**src/hdl/deq_pkg.sv**
```systemverilog
package deq_pkg;

    // Default geometry and fixed port widths
    localparam int DEQ_DEPTH  = 16;
    localparam int DEQ_WIDTH  = 64;
    localparam int DATA_W     = 64;
    localparam int FUNC_W     = 3;
    localparam int COUNT_W    = 5;
    localparam int ERR_W      = 2;

    // Request selector codes
    typedef enum logic [FUNC_W-1:0] {
        FN_PUSH_BACK  = 3'd0,
        FN_PUSH_FRONT = 3'd1,
        FN_POP_FRONT  = 3'd2,
        FN_POP_BACK   = 3'd3,
        FN_QUERY      = 3'd4
    } deq_func_t;

    // Result error codes
    typedef enum logic [ERR_W-1:0] {
        ERR_OK    = 2'd0,
        ERR_EMPTY = 2'd1,
        ERR_FULL  = 2'd2
    } deq_err_t;

    // What every cell of a row does when the row is clocked
    typedef enum logic [1:0] {
        RM_HOLD      = 2'd0,
        RM_SHIFT_IN  = 2'd1,
        RM_SHIFT_OUT = 2'd2,
        RM_WRITE_AT  = 2'd3
    } row_mode_t;

    // Request word
    typedef struct packed {
        logic [FUNC_W-1:0] func;
        logic [DATA_W-1:0] value;
    } deq_in_t;

    // Result word
    typedef struct packed {
        logic [DATA_W-1:0]  front_value;
        logic [DATA_W-1:0]  back_value;
        logic [COUNT_W-1:0] count;
        logic               empty_res;
        logic [ERR_W-1:0]   error;
    } deq_out_t;

endpackage

```
**src/hdl/deq_cell.sv**
```systemverilog
module deq_cell
    import deq_pkg::*;
#(
    parameter int WIDTH = DEQ_WIDTH,
    parameter int CW    = $clog2(DEQ_DEPTH + 1),
    parameter int INDEX = 0
) (
    input  logic             aclk,
    input  row_mode_t        mode,
    input  logic [CW-1:0]    wr_pos,
    input  logic [WIDTH-1:0] value,
    input  logic [WIDTH-1:0] left_data,
    input  logic [WIDTH-1:0] right_data,
    output logic [WIDTH-1:0] data_q,
    output logic [WIDTH-1:0] data_d
);

    logic [WIDTH-1:0] data_reg;
    logic [WIDTH-1:0] data_next;
    logic             wr_hit;

    assign wr_hit = (wr_pos == CW'(INDEX));

    // Pick the next entry from the neighbors or the incoming word
    always_comb begin
        case (mode)
            RM_SHIFT_IN:  data_next = left_data;
            RM_SHIFT_OUT: data_next = right_data;
            RM_WRITE_AT:  data_next = wr_hit ? value : data_reg;
            default:      data_next = data_reg;
        endcase
    end

    always_ff @(posedge aclk) begin
        data_reg <= data_next;
    end

    assign data_q = data_reg;
    assign data_d = data_next;

endmodule

```
**src/hdl/deq_row.sv**
```systemverilog
module deq_row
    import deq_pkg::*;
#(
    parameter int DEPTH = DEQ_DEPTH,
    parameter int WIDTH = DEQ_WIDTH,
    parameter int CW    = $clog2(DEQ_DEPTH + 1)
) (
    input  logic             aclk,
    input  row_mode_t        mode,
    input  logic [CW-1:0]    wr_pos,
    input  logic [WIDTH-1:0] value,
    output logic [WIDTH-1:0] head_next
);

    logic [WIDTH-1:0] cell_q [DEPTH];
    logic [WIDTH-1:0] cell_d [DEPTH];

    // Line up the cells; the new word enters at cell 0
    for (genvar i = 0; i < DEPTH; i++) begin : g_cell
        logic [WIDTH-1:0] left_w;
        logic [WIDTH-1:0] right_w;

        if (i == 0) begin : g_first
            assign left_w = value;
        end else begin : g_mid_l
            assign left_w = cell_q[i-1];
        end

        if (i == DEPTH - 1) begin : g_last
            assign right_w = cell_q[i];
        end else begin : g_mid_r
            assign right_w = cell_q[i+1];
        end

        deq_cell #(
            .WIDTH (WIDTH),
            .CW    (CW),
            .INDEX (i)
        ) u_cell (
            .aclk       (aclk),
            .mode       (mode),
            .wr_pos     (wr_pos),
            .value      (value),
            .left_data  (left_w),
            .right_data (right_w),
            .data_q     (cell_q[i]),
            .data_d     (cell_d[i])
        );
    end

    assign head_next = cell_d[0];

endmodule

```
**src/hdl/double_ended_queue.sv**
```systemverilog
// Bounded double-ended queue of WIDTH-bit words, DEPTH entries.
// Input channel s_valid/s_ready/s_data carries one request word: push back,
// push front, pop front, pop back or query (unused selector codes query).
// Output channel m_valid/m_ready/m_data returns exactly one result word per
// request: front and back entries after the request (zero when empty), the
// entry count, an empty flag and an error code (pop on empty, push on full;
// the queue is then left unchanged).
// Storage is two rows of cells: one keeps the queue lined up from the front
// at cell 0, the other lined up from the back at cell 0, so every push or pop
// shifts a row by one cell, and a push also writes the cell at the current count.
// The result is registered and shows in the cycle after acceptance.
// Throughput: one request per cycle while the receiver takes each result, set by the single output register.
// When the receiver stalls, the result holds in the output register and
// s_ready drops until it is taken; no request is lost or repeated.
// Reset (aresetn low, synchronous) empties the queue and drops any pending
// result; no clearing pass is needed, the cells hold no reset value.
module double_ended_queue
    import deq_pkg::*;
#(
    parameter int DEPTH = DEQ_DEPTH,
    parameter int WIDTH = DEQ_WIDTH
) (
    input  logic     aclk,
    input  logic     aresetn,
    input  logic     s_valid,
    output logic     s_ready,
    input  deq_in_t  s_data,
    output logic     m_valid,
    input  logic     m_ready,
    output deq_out_t m_data
);

    localparam int CW = $clog2(DEPTH + 1);

    logic [CW-1:0]    count_reg;
    logic [CW-1:0]    count_next;
    logic             m_valid_reg;
    logic             m_valid_next;
    deq_out_t         m_data_reg;
    deq_out_t         m_data_next;
    logic             accept;
    logic             full;
    logic             empty;
    row_mode_t        front_mode;
    row_mode_t        back_mode;
    deq_err_t         err;
    logic [WIDTH-1:0] push_word;
    logic [WIDTH-1:0] front_head;
    logic [WIDTH-1:0] back_head;

    assign s_ready   = !m_valid_reg || m_ready;
    assign accept    = s_valid && s_ready;
    assign full      = (count_reg == CW'(DEPTH));
    assign empty     = (count_reg == '0);
    assign push_word = s_data.value[WIDTH-1:0];

    // Decode the request into row moves and the new count
    always_comb begin
        front_mode = RM_HOLD;
        back_mode  = RM_HOLD;
        err        = ERR_OK;
        count_next = count_reg;
        case (deq_func_t'(s_data.func))
            FN_PUSH_BACK: begin
                if (full) begin
                    err = ERR_FULL;
                end else begin
                    front_mode = RM_WRITE_AT;
                    back_mode  = RM_SHIFT_IN;
                    count_next = count_reg + 1'b1;
                end
            end
            FN_PUSH_FRONT: begin
                if (full) begin
                    err = ERR_FULL;
                end else begin
                    front_mode = RM_SHIFT_IN;
                    back_mode  = RM_WRITE_AT;
                    count_next = count_reg + 1'b1;
                end
            end
            FN_POP_FRONT: begin
                if (empty) begin
                    err = ERR_EMPTY;
                end else begin
                    front_mode = RM_SHIFT_OUT;
                    count_next = count_reg - 1'b1;
                end
            end
            FN_POP_BACK: begin
                if (empty) begin
                    err = ERR_EMPTY;
                end else begin
                    back_mode  = RM_SHIFT_OUT;
                    count_next = count_reg - 1'b1;
                end
            end
            default: begin
            end
        endcase
        // Hold both rows unless a request is taken
        if (!accept) begin
            front_mode = RM_HOLD;
            back_mode  = RM_HOLD;
            count_next = count_reg;
        end
    end

    deq_row #(
        .DEPTH (DEPTH),
        .WIDTH (WIDTH),
        .CW    (CW)
    ) u_front_row (
        .aclk      (aclk),
        .mode      (front_mode),
        .wr_pos    (count_reg),
        .value     (push_word),
        .head_next (front_head)
    );

    deq_row #(
        .DEPTH (DEPTH),
        .WIDTH (WIDTH),
        .CW    (CW)
    ) u_back_row (
        .aclk      (aclk),
        .mode      (back_mode),
        .wr_pos    (count_reg),
        .value     (push_word),
        .head_next (back_head)
    );

    // Build the result word from the updated rows
    always_comb begin
        m_valid_next = m_valid_reg;
        m_data_next  = m_data_reg;
        if (accept) begin
            m_valid_next          = 1'b1;
            m_data_next.count     = COUNT_W'(count_next);
            m_data_next.empty_res = (count_next == '0);
            m_data_next.error     = err;
            if (count_next == '0) begin
                m_data_next.front_value = '0;
                m_data_next.back_value  = '0;
            end else begin
                m_data_next.front_value = DATA_W'(front_head);
                m_data_next.back_value  = DATA_W'(back_head);
            end
        end else if (m_ready) begin
            m_valid_next = 1'b0;
        end
    end

    always_ff @(posedge aclk) begin
        if (!aresetn) begin
            count_reg   <= '0;
            m_valid_reg <= 1'b0;
        end else begin
            count_reg   <= count_next;
            m_valid_reg <= m_valid_next;
        end
    end

    always_ff @(posedge aclk) begin
        m_data_reg <= m_data_next;
    end

    assign m_valid = m_valid_reg;
    assign m_data  = m_data_reg;

`ifndef SYNTH
    a_count_bound: assert property (@(posedge aclk) disable iff (!aresetn)
        count_reg <= CW'(DEPTH))
        else $error("entry count beyond depth");

    a_empty_zero: assert property (@(posedge aclk) disable iff (!aresetn)
        m_valid && m_data.empty_res |->
            (m_data.front_value == '0) && (m_data.back_value == '0))
        else $error("empty result carries nonzero entries");

    a_pop_count: assert property (@(posedge aclk) disable iff (!aresetn)
        accept && !empty && (s_data.func == FN_POP_FRONT || s_data.func == FN_POP_BACK)
        |=> count_reg == $past(count_reg) - 1'b1)
        else $error("pop did not drop the count");
`endif

endmodule

```
**config.mk**
```make
export PLATFORM = sky130hd
export DESIGN_NAME = double_ended_queue
export DESIGN_NICKNAME = d
export VERILOG_FILES = /design/src/hdl/deq_pkg.sv /design/src/hdl/deq_cell.sv /design/src/hdl/deq_row.sv /design/src/hdl/double_ended_queue.sv
export SDC_FILE = /design/constraint.sdc
export NUM_CORES = 2
export LEC_CHECK = 0
export ABC_CLOCK_PERIOD_IN_PS = 30100
export BUFFER_PORTS_ARGS = -buffer_cell sky130_fd_sc_hd__buf_2
export CELL_PAD_IN_SITES_DETAIL_PLACEMENT = 1
export CELL_PAD_IN_SITES_GLOBAL_PLACEMENT = 1
export CORE_ASPECT_RATIO = 1.4
export CORE_MARGIN = 2
export CORE_UTILIZATION = 40
export DETAILED_ROUTE_END_ITERATION = 10
export PLACE_DENSITY = 0.76
export SLEW_MARGIN = 20
export SYNTH_ARGS = -nofsm -noshare
export SYNTH_HDL_FRONTEND = slang
export SYNTH_SLANG_ARGS = --single-unit
```
**constraint.sdc**
```tcl
create_clock -name aclk -period 30.1 [get_ports aclk]
set_clock_uncertainty 0.2 [all_clocks]
set_input_delay 4.515 -clock aclk [delete_from_list [all_inputs] [get_ports aclk]]
set_output_delay 4.515 -clock aclk [all_outputs]
set_load 0.1 [all_outputs]
```
==> qor.yml <==
setup_path:
  worst_ep_arrival_time_ns: 12.23
  required_ns: 30.42
  rr_worst_depth: 12
  reg2reg_from: "count_reg[0]"
  timing.rr.end: "u_back_row.g_cell[4].u_cell.data_q[52]"
  worst-setup-path-type: "primary input to register"
  cp_max_fo: 120
  startpoint_type: "primary input"
  critPathCaptureType: "register"
  reg2reg_slack_ns: 20.77
clocking:
  clk_pin_slew_ns: 0.07
  clkLatencyLatePin_ns: 0.88
  cts_hold_buf: 0
  cts_root_buf: "clkbuf_16"
  htreeDepth: 4
  tritoncts: "yes"
  clockBufferDepth: 4
  post_cts_resize_count: 0
  cts_sinks: 2190
  cts_setup_buffers: 0
  cts_made_buffers: 211
final_layout:
  seqCellArea_um2: 64400
  drive_above_1_share_pct: 7.35
  fillers: 27018
  multi_input_comb_area_um2: 31200
  final_common_cell: "nand2_1"
  final_nets: 9364
  area_delta_synth_final_pct: 10.0
  final_cell_mix: "nand2_1, edfxtp_1, nand3_1, a31oi_1, nor2_1"
synth:
  yosysSeqAreaShare_pct: 64.8
  synthesis.nets: 9698
  synth.cell_area_um2: 99500
  synth_edf_count: 2056
  synth_ff_type: "edfxtp_1"
  syn_area_per_cell_um2: 10.3
  ys_types: 49
  synth_warnings: 0
  ys_ff_latch: 2190
  synthArstFlopShare_pct: 0
  synth_cells: 9621
floorplanning:
  io-pin-count: 209
  start_util_pct: 40.2
  die_area_um2: 253000
  core_area_um2: 247000
  rows: 216
  dieWidth_um: 425
  chipHeight_um: 594
global_routing:
  antenna_found_initial: 19
  grt_pass1_wl_um: 479000
  grtUsageTotal_pct: 24.1
  grt.overflow.total: 0
  grt_pass1_vias: 77304
  grt_max_degree: 280
worst_hold_path:
  hold_end: "u_back_row.g_cell[15].u_cell.data_q[18]"
  whs_path_depth: 1
  min-delay-start: "u_back_row.g_cell[14].u_cell.data_q[18]"
  hp-class: "register to register"
sta:
  drv_slew: 0
  max_slew.worst_pin.slew_ns: 1.24
  fmax_mhz: 83.9
  setup_violations: 0
  tns_ns: 0
  period_share_pct: 39.6
  period_needed_ns: 11.92
  slew_headroom_pct: 17.4
  rsz0062_at_grt: "no"
  setup_ws_ns: 18.18
  hold_violations: 0
pwr:
  combPwrFrac_pct: 12.8
  leakage_nw: 41.7
  power_density_nw_per_um2: 67.2
  p_int_w: 0.00531
  switching_share_pct: 27.8
  seqPwrFrac_pct: 50.4
  p_clk_share_pct: 36.8
  max-vdd-ir-drop_mv: 0.0512
  power.switching_w: 0.00204
routing:
  post-route-drc-count: 0
  drtAntennaViolNets: 0
  vias: 76984
  vias_per_cell: 6.05
  routedWlPerCell_um: 24.8
  drt-initial-drc-count: 9297
  dr.pass1.iters: 8
  wl_um: 316000
placed_design:
  dpl.hpwl_um: 180000
  post-place-ws_ns: 17.28
  io_buffers: 208
  place_congestion: 0.809
job:
  drv_cap: 0
status:
  status: "finished, final reports clean"
-- logic make-up after synthesis --
logic type | share of synthesized area (%)
buf+inv | 4.33
flops | 64.8
xor+xnor | 0.0176
fa+ha+maj | 0.0755
compound gates | 8.95
simple gates | 21.2
mux | 0.634
-- routing by layer --
layer  GRT usage, %  vias up  wire, um
li1               -    34212         -
met1           33.7    39377    135000
met2           38.7     2825    150000
met3           3.32      554     21700
met4           7.27       16      9080
met5              0        -       101
-- critical path: stages --
cell and delay [ns]:
buf_2 0.20, inv_1 0.15, or3_4 0.69, a21oi_4 0.86
buf_4 0.91, buf_4 0.93, buf_6 0.70, buf_4 0.95
buf_4 0.91, buf_4 0.91, a31oi_1 0.21
-- how the worst max path moves through the flow --
| stage | slack, ns | from | cells past startpoint | end |
|---|---|---|---|---|
| after floorplan | 14.27 | m_ready | 7 | u_front_row.g_cell[12].u_cell.data_q[0] |
| after global placement | 17.64 | m_ready | 11 | u_back_row.g_cell[4].u_cell.data_q[50] |
| after detailed placement | 17.28 | s_data[64] | 11 | u_back_row.g_cell[2].u_cell.data_q[54] |
| after CTS | 18.17 | s_data[64] | 11 | u_back_row.g_cell[4].u_cell.data_q[52] |
| after global routing | 17.64 | m_ready | 11 | u_back_row.g_cell[13].u_cell.data_q[52] |
| final | 18.18 | s_data[64] | 11 | u_back_row.g_cell[4].u_cell.data_q[52] |
-- final cells by class --
class / instances / share of cell area, %
Clock inverter: 97 / 0.804
Multi-Input combinational cell: 6347 / 28.5
Inverter: 203 / 0.696
Clock buffer: 285 / 5.35
Sequential cell: 2190 / 58.9
Timing Repair Buffer: 334 / 1.98
Antenna cell: 4 / 0.00915
Tap cell: 3270 / 3.74
-- synth_stat cells, types with 2 or more instances --
| cell | instances | area (um2) |
|---|---|---|
| nor2b_1 | 9 | 56.3 |
| o211ai_1 | 2 | 15.0 |
| o21ai_1 | 2 | 10.0 |
| a221oi_1 | 66 | 578 |
| a211oi_1 | 3 | 22.5 |
| clkbuf_1 | 634 | 2380 |
| o2bb2ai_1 | 63 | 552 |
| mux2i_1 | 63 | 631 |
| nand2b_1 | 3 | 18.8 |
| ha_1 | 6 | 75.1 |
| a21boi_0 | 2 | 15.0 |
| nand2_1 | 2066 | 7750 |
| a21oi_1 | 36 | 180 |
| buf_2 | 160 | 801 |
| and2_1 | 4 | 25.0 |
| a31oi_1 | 1024 | 6410 |
| a21o_1 | 64 | 480 |
| o21ai_0 | 2 | 10.0 |
| nand4_1 | 2 | 12.5 |
| nor3_1 | 70 | 350 |
| buf_4 | 11 | 82.6 |
| dfxtp_1 | 134 | 2680 |
| nor2_1 | 908 | 3410 |
| buf_1 | 76 | 285 |
| inv_1 | 202 | 758 |
| xnor2_1 | 2 | 17.5 |
| or3_1 | 4 | 25.0 |
| edfxtp_1 | 2056 | 61700 |
| nand3_1 | 1863 | 9320 |
| o221ai_1 | 62 | 543 |
| and3_1 | 4 | 25.0 |
-- power groups by stage --
stage               Sequential (W)  Clock, W  Combinational (W)
floorplan                  0.00392         0           0.000473
global placement           0.00375         0           0.000893
global route               0.00372   0.00284            0.00101
CTS                        0.00370   0.00275           0.000936
detailed placement         0.00376         0           0.000930
finish                     0.00370   0.00270           0.000942
-- metrics by stage --
step | hold WS [ns] | total power, W | std cells | util, % | instance area [um2]
floorplan | 0.260 | 0.00439 | 9621 | - | 99500
global placement | 0.312 | 0.00464 | 12343 | 41.5 | 103000
detailed placement | 0.326 | 0.00469 | 12343 | 41.5 | 103000
CTS | 0.343 | 0.00738 | 12725 | 44.2 | 109000
global route | 0.354 | 0.00757 | 12728 | 44.2 | 109000
finish | 0.338 | 0.00735 | 12730 | 44.2 | 109000
No activity file was read; power rests on OpenSTA's default activity.
